==> config.mk <==
export PLATFORM = sky130hd
export DESIGN_NAME = http_chunked_body_decoder
export DESIGN_NICKNAME = d
export VERILOG_FILES = /design/src/hdl/hcbd_pkg.sv /design/src/hdl/hcbd_in.sv /design/src/hdl/hcbd_core.sv /design/src/hdl/hcbd_out.sv /design/src/hdl/http_chunked_body_decoder.sv
export VERILOG_INCLUDE_DIRS = /design/src /design/src/hdl
export SDC_FILE = /design/constraint.sdc
export NUM_CORES = 1
export LEC_CHECK = 0
export BUFFER_PORTS_ARGS = -buffer_cell sky130_fd_sc_hd__buf_2
export CAP_MARGIN = 20
export CORE_ASPECT_RATIO = 1.1
export CORE_MARGIN = 1.5
export CORE_UTILIZATION = 40
export CTS_CLUSTER_DIAMETER = 120
export DETAILED_ROUTE_END_ITERATION = 6
export SLEW_MARGIN = 5
export SYNTH_ARGS = -nofsm -noshare
export SYNTH_HDL_FRONTEND = slang
export SYNTH_SLANG_ARGS = --single-unit
==> constraint.sdc <==
create_clock -name clock -period 3.6 [get_ports clock]
set_input_delay 0.18 -clock clock [delete_from_list [all_inputs] [get_ports clock]]
set_output_delay 0.18 -clock clock [all_outputs]
set_load 0.05 [all_outputs]
==> src/hdl/assert_macros.svh <==
// Assertion macros for the decoder RTL.
`ifndef ASSERT_MACROS_SVH
`define ASSERT_MACROS_SVH
`ifndef SYNTHESIS
`define ASSERT_IMPL(label, clk, rst, ante, cons) \
   label: assert property (@(posedge clk) disable iff (rst) (ante) |-> (cons)) \
      else $error("implication check failed");
`define ASSERT_NEXT(label, clk, rst, ante, cons) \
   label: assert property (@(posedge clk) disable iff (rst) (ante) |=> (cons)) \
      else $error("next-cycle check failed");
`else
`define ASSERT_IMPL(label, clk, rst, ante, cons)
`define ASSERT_NEXT(label, clk, rst, ante, cons)
`endif
`endif

==> src/hdl/hcbd_pkg.sv <==
// Types, codes and helpers for the chunked body decoder.
package hcbd_pkg;

   localparam int SIZE_WIDTH_DEF = 32;

   localparam logic [7:0] CH_CR = 8'h0D;
   localparam logic [7:0] CH_LF = 8'h0A;

   typedef enum logic [2:0] {
      PH_SIZE    = 3'd0,
      PH_SIZE_LF = 3'd1,
      PH_DATA    = 3'd2,
      PH_DATA_CR = 3'd3,
      PH_DATA_LF = 3'd4,
      PH_TRAILER = 3'd5,
      PH_HALTED  = 3'd6
   } phase_type;

   typedef enum logic [1:0] {
      KIND_BYTE     = 2'd0,
      KIND_COMPLETE = 2'd1,
      KIND_MALFORM  = 2'd2
   } kind_type;

   typedef struct packed {
      logic       valid;
      logic       start;
      logic [7:0] data;
   } item_type;

   typedef struct packed {
      logic       valid;
      kind_type   kind;
      logic [7:0] data;
   } result_type;

   // {is_hex, value}
   function automatic logic [4:0] hex_decode(input logic [7:0] c);
      logic [7:0] diff;
      logic [4:0] res;
      diff = 8'h00;
      res  = 5'b0_0000;
      if (c inside {[8'h30:8'h39]}) begin
         diff = c - 8'h30;
         res  = {1'b1, diff[3:0]};
      end else if (c inside {[8'h61:8'h66]}) begin
         diff = c - 8'h57;
         res  = {1'b1, diff[3:0]};
      end else if (c inside {[8'h41:8'h46]}) begin
         diff = c - 8'h37;
         res  = {1'b1, diff[3:0]};
      end
      return res;
   endfunction

endpackage

==> src/hdl/hcbd_in.sv <==
// Input word register of the chunked body decoder.
module hcbd_in (
   input  logic                clock,
   input  logic                reset,
   input  logic                req_tvalid,
   output logic                req_tready,
   input  logic                req_tuser,
   input  logic [7:0]          req_tdata,
   input  logic                advance,
   output hcbd_pkg::item_type  item
);
   import hcbd_pkg::*;

   logic       valid_ff, valid_in;
   logic       start_ff;
   logic [7:0] data_ff;
   logic       take;

   assign req_tready = !valid_ff || advance;
   assign take       = req_tvalid && req_tready;

   always_comb begin
      valid_in = valid_ff;
      if (take) begin
         valid_in = 1'b1;
      end else if (advance) begin
         valid_in = 1'b0;
      end
   end

   always_ff @(posedge clock) begin
      if (reset) begin
         valid_ff <= 1'b0;
      end else begin
         valid_ff <= valid_in;
      end
   end

   always_ff @(posedge clock) begin
      if (take) begin
         start_ff <= req_tuser;
         data_ff  <= req_tdata;
      end
   end

   assign item = '{valid: valid_ff, start: start_ff, data: data_ff};

endmodule

==> src/hdl/hcbd_core.sv <==
// Chunk parsing state machine: one input word per advance.
module hcbd_core #(
   parameter int SIZE_WIDTH = hcbd_pkg::SIZE_WIDTH_DEF
) (
   input  logic                 clock,
   input  logic                 reset,
   input  logic                 advance,
   input  hcbd_pkg::item_type   item,
   output hcbd_pkg::result_type result
);
   import hcbd_pkg::*;

   phase_type             phase_ff, phase_in, phase_eff;
   logic [SIZE_WIDTH-1:0] size_ff, size_in, size_eff, size_dec;
   logic                  saw_ff, saw_in, saw_eff;
   logic [1:0]            trail_ff, trail_in, trail_eff, trail_inc;
   logic [4:0]            hex;
   logic                  too_big;

   // a start flag clears the state before the word is taken
   assign phase_eff = item.start ? PH_SIZE : phase_ff;
   assign size_eff  = item.start ? '0 : size_ff;
   assign saw_eff   = item.start ? 1'b0 : saw_ff;
   assign trail_eff = item.start ? 2'd0 : trail_ff;

   assign hex       = hex_decode(item.data);
   assign too_big   = |size_eff[SIZE_WIDTH-1:SIZE_WIDTH-4];
   assign size_dec  = size_eff - SIZE_WIDTH'(1);
   assign trail_inc = (trail_eff == 2'd3) ? 2'd3 : trail_eff + 2'd1;

   // next state
   always_comb begin
      phase_in = phase_eff;
      size_in  = size_eff;
      saw_in   = saw_eff;
      trail_in = trail_eff;
      case (phase_eff)
         PH_SIZE: begin
            if (item.data == CH_CR) begin
               phase_in = saw_eff ? PH_SIZE_LF : PH_HALTED;
            end else if (!hex[4] || too_big) begin
               phase_in = PH_HALTED;
            end else begin
               size_in = {size_eff[SIZE_WIDTH-5:0], hex[3:0]};
               saw_in  = 1'b1;
            end
         end
         PH_SIZE_LF: begin
            if (item.data != CH_LF) begin
               phase_in = PH_HALTED;
            end else begin
               saw_in = 1'b0;
               if (size_eff == '0) begin
                  phase_in = PH_TRAILER;
                  trail_in = 2'd0;
               end else begin
                  phase_in = PH_DATA;
               end
            end
         end
         PH_DATA: begin
            size_in = size_dec;
            if (size_dec == '0) begin
               phase_in = PH_DATA_CR;
            end
         end
         PH_DATA_CR: begin
            phase_in = (item.data == CH_CR) ? PH_DATA_LF : PH_HALTED;
         end
         PH_DATA_LF: begin
            if (item.data != CH_LF) begin
               phase_in = PH_HALTED;
            end else begin
               phase_in = PH_SIZE;
               size_in  = '0;
               saw_in   = 1'b0;
            end
         end
         PH_TRAILER: begin
            trail_in = trail_inc;
            if (trail_inc == 2'd3) begin
               phase_in = PH_HALTED;
            end
         end
         default: begin
            phase_in = phase_eff;
         end
      endcase
   end

   // result word
   always_comb begin
      result = '{valid: 1'b0, kind: KIND_BYTE, data: 8'h00};
      case (phase_eff)
         PH_SIZE: begin
            if (item.data == CH_CR) begin
               if (!saw_eff) begin
                  result.valid = 1'b1;
                  result.kind  = KIND_MALFORM;
               end
            end else if (!hex[4] || too_big) begin
               result.valid = 1'b1;
               result.kind  = KIND_MALFORM;
            end
         end
         PH_SIZE_LF: begin
            result.valid = (item.data != CH_LF) || (size_eff == '0);
            result.kind  = (item.data != CH_LF) ? KIND_MALFORM : KIND_COMPLETE;
         end
         PH_DATA: begin
            result.valid = 1'b1;
            result.kind  = KIND_BYTE;
            result.data  = item.data;
         end
         PH_DATA_CR: begin
            result.valid = (item.data != CH_CR);
            result.kind  = KIND_MALFORM;
         end
         PH_DATA_LF: begin
            result.valid = (item.data != CH_LF);
            result.kind  = KIND_MALFORM;
         end
         PH_TRAILER: begin
            result.valid = (trail_inc == 2'd3);
            result.kind  = KIND_MALFORM;
         end
         default: begin
            result.valid = 1'b0;
         end
      endcase
      result.valid = result.valid && item.valid;
   end

   always_ff @(posedge clock) begin
      if (reset) begin
         phase_ff <= PH_SIZE;
         size_ff  <= '0;
         saw_ff   <= 1'b0;
         trail_ff <= 2'd0;
      end else if (advance) begin
         phase_ff <= phase_in;
         size_ff  <= size_in;
         saw_ff   <= saw_in;
         trail_ff <= trail_in;
      end
   end

endmodule

==> src/hdl/hcbd_out.sv <==
// Result word register of the chunked body decoder.
module hcbd_out (
   input  logic                 clock,
   input  logic                 reset,
   input  logic                 load,
   input  hcbd_pkg::result_type result,
   output logic                 free,
   output logic                 rsp_tvalid,
   input  logic                 rsp_tready,
   output logic [1:0]           rsp_tuser,
   output logic [7:0]           rsp_tdata
);
   import hcbd_pkg::*;

   logic       valid_ff, valid_in;
   kind_type   kind_ff;
   logic [7:0] data_ff;

   assign free = !valid_ff || rsp_tready;

   always_comb begin
      valid_in = valid_ff;
      if (load) begin
         valid_in = 1'b1;
      end else if (rsp_tready) begin
         valid_in = 1'b0;
      end
   end

   always_ff @(posedge clock) begin
      if (reset) begin
         valid_ff <= 1'b0;
      end else begin
         valid_ff <= valid_in;
      end
   end

   always_ff @(posedge clock) begin
      if (load) begin
         kind_ff <= result.kind;
         data_ff <= result.data;
      end
   end

   assign rsp_tvalid = valid_ff;
   assign rsp_tuser  = kind_ff;
   assign rsp_tdata  = data_ff;

endmodule

==> src/hdl/http_chunked_body_decoder.sv <==
// Top level of the HTTP chunked body decoder.
//
// Usage: feed the raw chunked body one byte per word on the req_ channel.
// Set req_tuser (start of message) on the first byte of a body; it clears
// the decoder before that byte is taken. Each decoded body byte leaves on
// the rsp_ channel with kind 0; a zero-size chunk gives one kind 1 word
// (body complete); a framing error gives one kind 2 word (malformed), after
// which the decoder stays silent until the next start flag.
// Size lines, CR LF pairs and the first two trailing bytes produce nothing.
// Each result reaches rsp_ through the input register, then the result
// register. Throughput: one byte per cycle while rsp_tready stays high;
// the parsing state machine updates its state on every advance.
// Reset: synchronous, active high; drops any held words and returns the
// parser to expecting a size line.
// Stall: while rsp_tready is low with a result held, the input register
// holds its byte and req_tready drops once that register is full.
`include "assert_macros.svh"
module http_chunked_body_decoder #(
   parameter int SIZE_WIDTH = hcbd_pkg::SIZE_WIDTH_DEF
) (
   input  logic       clock,
   input  logic       reset,
   input  logic       req_tvalid,
   output logic       req_tready,
   input  logic       req_tuser,   // [0] start_of_message
   input  logic [7:0] req_tdata,   // [7:0] data_byte
   output logic       rsp_tvalid,
   input  logic       rsp_tready,
   output logic [1:0] rsp_tuser,   // [1:0] kind
   output logic [7:0] rsp_tdata    // [7:0] body_byte
);
   import hcbd_pkg::*;

   item_type   item;
   result_type result;
   logic       free;
   logic       advance;

   // advance the held byte whenever the result register can take a word
   assign advance = item.valid && free;

   hcbd_in u_in (
      .clock      (clock),
      .reset      (reset),
      .req_tvalid (req_tvalid),
      .req_tready (req_tready),
      .req_tuser  (req_tuser),
      .req_tdata  (req_tdata),
      .advance    (advance),
      .item       (item)
   );

   hcbd_core #(
      .SIZE_WIDTH (SIZE_WIDTH)
   ) u_core (
      .clock   (clock),
      .reset   (reset),
      .advance (advance),
      .item    (item),
      .result  (result)
   );

   hcbd_out u_out (
      .clock      (clock),
      .reset      (reset),
      .load       (advance && result.valid),
      .result     (result),
      .free       (free),
      .rsp_tvalid (rsp_tvalid),
      .rsp_tready (rsp_tready),
      .rsp_tuser  (rsp_tuser),
      .rsp_tdata  (rsp_tdata)
   );

   `ASSERT_IMPL(a_kind_legal, clock, reset, rsp_tvalid, rsp_tuser <= KIND_MALFORM)
   `ASSERT_IMPL(a_status_no_byte, clock, reset, rsp_tvalid && rsp_tuser != KIND_BYTE, rsp_tdata == '0)
   `ASSERT_IMPL(a_no_advance_on_stall, clock, reset, rsp_tvalid && !rsp_tready, !advance)
   `ASSERT_NEXT(a_held_byte_stays, clock, reset, item.valid && !advance, item.valid)

endmodule

* After elaboration in Yosys (flattened, before gate mapping) *
Index checks and enable logic that the tools add are counted.

storage, ports and cells
  flip-flop bits (word level) = 59
  bits of input ports = 13
  output and inout port bits = 12

operators by class
  add/sub/neg operators = 5
  order comparisons = 6
  eq/ne operators = 10
  mux-type cells = 39
  reduce and logical (&&, ||, !) cells = 22

operator list
  kind                   count
  $mux 32                4
  $pmux 32 s3            1
  $logic_not 32->1       2
  $mux 3                 12
  $sub 32x1->32 const B  1
  $pmux 3 s6             1
  $ge 8x7->1 const B     2
  $le 8x7->1 const B     2
  $ne 8x4->1 const B     2
  $mux 5                 3
  $mux 2                 6
  $eq 8x4->1 const B     1
  $ge 8x6->1 const B     1
  $le 8x6->1 const B     1
  $mux 1                 8
  $sub 4x3->4 const B    2
  $logic_and 1x1->1      7
  $eq 3x2->1 const B     2
  $eq 3x3->1 const B     2
  $pmux 1 s6             1
  $pmux 2 s3             1
  $eq 2x2->1 const B     2
  $logic_or 1x1->1       4
  $pmux 2 s2             1
  10 further kinds       13

* Depth between registers and ports, before layout *
  depth after elaboration = 13
  gate-level depth with buffers = 14
  depth with buffers taken out = 10

* Hierarchy *
From an unflattened synthesis, not the netlist that was laid out.

second synthesis, totals
  cells, all modules = 520
  area total of the unflattened synthesis = 4160.2 sq um

modules (own cells, without submodules)
  module                     instances  cells an instance  area an instance (sq um)
  hcbd_core                  1          488                3460.8
  hcbd_out                   1          14                 346.6
  hcbd_in                    1          16                 340.3
  http_chunked_body_decoder  1          2                  12.5

* Least setup slack after synthesis *
Ideal clock, no wire load.

  kind = register -> register
  start point = register u_in.data_ff[0]
  end point = register u_out.data_ff[0] (netlist: u_out.rsp_tdata[0]) (enable)
  arrival time = 2.560 ns
  required time = 3.208 ns
  path slack = 0.647 ns
  stages on the path, launching flop included = 9
  path buffers = 1
  period minus slack after synthesis = 2.953 ns
  cell sequence = edfxtp_1 ha_1 o21bai_1 a2111oi_4 a21o_1 a21oi_1 clkbuf_1 a21oi_1 a21boi_0

on the way
  longest elaborated chain between the ends = 12
  elaborated cells on any way between the ends = 23

RTL lines
  element                                          RTL line                         text
  start: declaration                               hcbd_in.sv:16                    logic [7:0] data_ff;
  start signal: assignment                         hcbd_in.sv:42                    data_ff <= req_tdata;
  $ge 8x7->1 / $le 8x7->1 (equally long branches)  hcbd_pkg.sv:49                   end else if (c inside {[8'h41:8'h46]}) begin
  $logic_and 1x1->1                                hcbd_pkg.sv:49
  $mux 5                                           hcbd_pkg.sv:49
  $mux 5                                           hcbd_pkg.sv:46                   end else if (c inside {[8'h61:8'h66]}) begin
  $mux 5                                           hcbd_pkg.sv:43                   if (c inside {[8'h30:8'h39]}) begin
  $logic_not 1->1                                  hcbd_core.sv:101                 end else if (!hex[4] || too_big) begin
  $logic_or 1x1->1                                 hcbd_core.sv:101
  $mux 3                                           hcbd_core.sv:101
  $mux 3                                           hcbd_core.sv:96                  if (item.data == CH_CR) begin
  $pmux 1 s6 (*)                                   hcbd_core.sv:94                  case (phase_eff)
  $logic_and 1x1->1 (*)                            hcbd_core.sv:131                 result.valid = result.valid && item.valid;
  $logic_and 1x1->1 (*)                            http_chunked_body_decoder.sv:66  .load (advance && result.valid),
  named net u_out.load                             hcbd_out.sv:5                    input logic load,
  end signal: assignment                           hcbd_out.sv:41                   data_ff <= result.data;
  end: declaration                                 hcbd_out.sv:17                   logic [7:0] data_ff;

Mark *: on every way through the listed nets, which the timed path passes. The rest lies on a longest branch.
A chain may end at the register's enable or synchronous reset.

* Final worst setup path *
  start point = register u_core.size_ff[8]
  end point = register u_out.data_ff[2] (netlist: u_out.rsp_tdata[2]) (enable)

on the way
  longest elaborated chain between the ends = 6

RTL lines
  element                   RTL line                         text
  start: declaration        hcbd_core.sv:14                  logic [SIZE_WIDTH-1:0] size_ff, size_in, size_eff, size_dec;
  start signal: assignment  hcbd_core.sv:142                 size_ff <= size_in;
  $mux 32                   hcbd_core.sv:22                  assign size_eff = item.start ? '0 : size_ff;
  $logic_not 32->1          hcbd_core.sv:107                 result.valid = (item.data != CH_LF) || (size_eff == '0);
  $logic_or 1x1->1          hcbd_core.sv:107
  $pmux 1 s6                hcbd_core.sv:94
  $logic_and 1x1->1         hcbd_core.sv:131
  $logic_and 1x1->1         http_chunked_body_decoder.sv:66
  named net u_out.load      hcbd_out.sv:5

The timed path passes the listed nets, and every way through them passes these cells.

==> flow_metrics.py <==
metrics = {
    "sta": {
        "period_share_pct": 82.9,
        "final.setup.tns_ps": 0,
        "fmax_ghz": 0.335,
        "hold_viol": 0,
        "finalSetupViolations": 0,
        "skew_ps": 7.03,
        "drv_slew": 0,
        "holdWs_ps": 13.9,
        "rsz0062_at_grt": "false",
        "relSlewSlack_pct": 51.2,
        "tightest_slew_ps": 729,
        "setup_ws_ps": 617,
        "min_period_ps": 2980,
    },
    "synth": {
        "yosys_warnings": 0,
        "synth_nets": 587,
        "synth_commonest_cells": "58 x nor2_1, 54 x o21ai_0, 49 x a21oi_1, 49 x nand2_1, 40 x dfxtp_1",
        "ys_ff_latch": 59,
        "synth_edf_count": 19,
        "synth-main-ff-cell": "dfxtp_1",
        "yosysMostFrequentCell": "nor2_1",
        "synthCells": 567,
        "synthDistinctLibCells": 83,
        "yosysSeqAreaShare_pct": 30.6,
        "synth_area_leaders": "dfxtp_1 18%, edfxtp_1 13%, o21ai_0 6.0%",
        "yosys.area.top_type": "dfxtp_1",
        "netlist_area_um2": 4480,
        "synth_top_area_share_pct": 17.9,
        "async_flop_share_pct": 0,
        "syn_area_per_cell_um2": 7.90,
    },
    "cts": {
        "clk_pin_slew_ps": 60,
        "clock_latency_ps": 340,
        "root_buffer": "clkbuf_16",
        "htreeDepth": 3,
        "cts_resized": 0,
        "hold_buffers": 0,
        "cts_tree": "done",
        "cts.sinks": 59,
        "clockBufferDepth": 2,
        "post-cts-setup-buffers": 0,
        "cts_buffers": 9,
    },
    "pwr": {
        "power_mw": 2.16,
        "clockPowerShare_pct": 41.1,
        "power_frac_comb_pct": 23.5,
        "ir_worst_vdd_uv": 231,
        "total_leakage_power_nw": 1.72,
        "switching_share_pct": 33.2,
        "switching_power_mw": 0.718,
        "p_seq_share_pct": 35.4,
        "intPower_mw": 1.45,
        "power.density_nw_per_um2": 430,
    },
    "critical_path": {
        "critical_path_buf_inv_count": 1,
        "regToRegSetupSlack_ps": 620,
        "rr_startpoint": "u_core.size_ff[8]",
        "cp-startpoint": "u_core.size_ff[8]",
        "critical_path_arrival_ps": 3030,
        "critPathMaxStageDelay_ps": 510,
        "path_delay_family": "simple AND/OR/NAND/NOR gates",
        "crit_chain": "nor4_4 -> nand4_1 -> o31ai_1 -> and2_1 -> o21ai_0 -> a21boi_0 -> buf_4",
        "worst-path-max-fanout": 9,
        "worstRegToRegCells": 7,
        "worst-setup-path-type": "reg -> reg",
        "crit_slowest_cell": "nor4_4",
        "cp-start-kind": "register",
        "cp.required_ps": 3650,
        "critical_path.endpoint_type": "register",
        "r2r-end": "u_out.rsp_tdata[2]",
    },
    "global_routing": {
        "grt_max_degree": 43,
        "grt-ovfl-total": 0,
        "antenna_found_initial": 0,
        "grt_pass1_vias": 4169,
        "grt_pass1_wl_um": 22200,
        "gr-usage-all-layers_pct": 23.8,
    },
    "floorplanning": {
        "die_h_um": 114,
        "core_area_um2": 10900,
        "die_w_um": 104,
        "die_area_um2": 11800,
        "num_rows": 40,
        "start_util_pct": 41.1,
        "ios": 25,
    },
    "place": {
        "dp_slack_ps": 437,
        "dp_cells": 708,
        "portBuffers": 24,
        "placed_area_um2": 4720,
        "detailed_place_hpwl_um": 9280,
        "gp_congestion": 0.876,
    },
    "route": {
        "first_pass_iters": 6,
        "drt_iter0_drc": 424,
        "routed_wl_um": 13700,
        "drc": 0,
        "vias": 4449,
        "detail-route-antenna-nets": 0,
        "wl_per_cell_um": 18.9,
        "via_per_inst": 6.14,
    },
    "min_path": {
        "hp-start": "req_tdata[4]",
        "min_to": "u_in.data_ff[4]",
        "min_path_type": "in -> reg",
        "min_path_cells": 1,
    },
    "cells_and_area": {
        "drive_gt1_share_pct": 14.9,
        "final_util_pct": 46.1,
        "syn_to_final_growth_pct": 12.3,
        "finalNonFillerCells": 725,
        "final_area_um2": 5030,
        "antenna_cells": 0,
        "nets": 593,
    },
    "flow_run": {
        "max_cap_viol_count": 0,
    },
    "status": {
        "status": "completed",
    },
}
registers in the layout, summed over array words and instances, names as in the netlist:
name,cells
u_core.phase_ff,3
u_core.saw_ff,1
u_core.size_ff,32
u_core.trail_ff,2
u_in.data_ff,8
u_in.start_ff,1
u_in.valid_ff,1
u_out.rsp_tdata,8
u_out.rsp_tuser,2
u_out.rsp_tvalid,1
power groups by stage:
stage | sequential, mW | combinational, mW | clock [mW]
3_5_place_dp | 0.780 | 0.499 | 0
6_report | 0.767 | 0.509 | 0.889
5_1_grt | 0.771 | 0.556 | 0.919
3_3_place_gp | 0.779 | 0.497 | 0
2_1_floorplan | 0.784 | 0.365 | 0
4_1_cts | 0.766 | 0.502 | 0.892
layer usage:
layer / GRT usage, % / routed length (µm)
met1: 30.7 / 5950
met4: 11.7 / 405
met5: 0 / 0
met2: 38.9 / 6550
met3: 4.00 / 835
cells by family after synthesis:
kind of cell             after synthesis  share of synthesized area (%)
adder cells (fa/ha/maj)                7                           1.96
multiplexers                           6                           1.45
XOR/XNOR                              16                           3.13
AND/OR/NAND/NOR                      222                           28.3
buffers and inverters                 63                           6.09
flip-flops                            59                           30.6
AO/OA/AOI/OAI                        194                           28.5
worst max-delay path by stage:
stage | endpoint | slack [ps] | cells past startpoint
floorplan | u_out.rsp_tdata[0] | 650 | 8
CTS | u_core.size_ff[13] | 410 | 9
global placement | u_core.size_ff[13] | 610 | 9
finish | u_out.rsp_tdata[2] | 620 | 7
detailed placement | u_core.size_ff[13] | 440 | 9
global route | u_out.rsp_tdata[5] | 450 | 7
cell usage in the layout (no fill, tap or decap), types with 5 or more instances in the layout:
master,n
a211oi_1,8
edfxtp_1,19
xnor2_1,10
nor3_1,14
dfxtp_1,40
nand3_1,11
buf_2,24
xor2_1,6
and2_1,11
nor4_1,11
nor2_1,58
nand2_1,49
a22o_1,6
o21ai_0,54
nand2b_1,8
a21oi_1,49
a21o_1,12
nand4_1,7
a31oi_1,8
a311oi_1,7
o211ai_1,5
clkbuf_16,9
ha_1,7
a22oi_1,5
inv_1,13
or4_1,5
nor2b_1,13
buf_4,21
final cells by class:
type                    instances  area [µm²]
flip-flops and latches         59        1370
repair buffers                 45         278
clock inverters                 7        78.8
fillers                      1132        5880
multi-input cells             445        2840
clock buffers                   9         225
inverters                      13        48.8
well taps                     147         184
worst register-to-register path: stages (launching register included):
cell      delay [ps]
dfxtp_1          420
nor4_4           510
nand4_1          290
o31ai_1          480
and2_1           220
o21ai_0          110
a21boi_0         390
buf_4            260
Power figures use the tool's default switching activity.
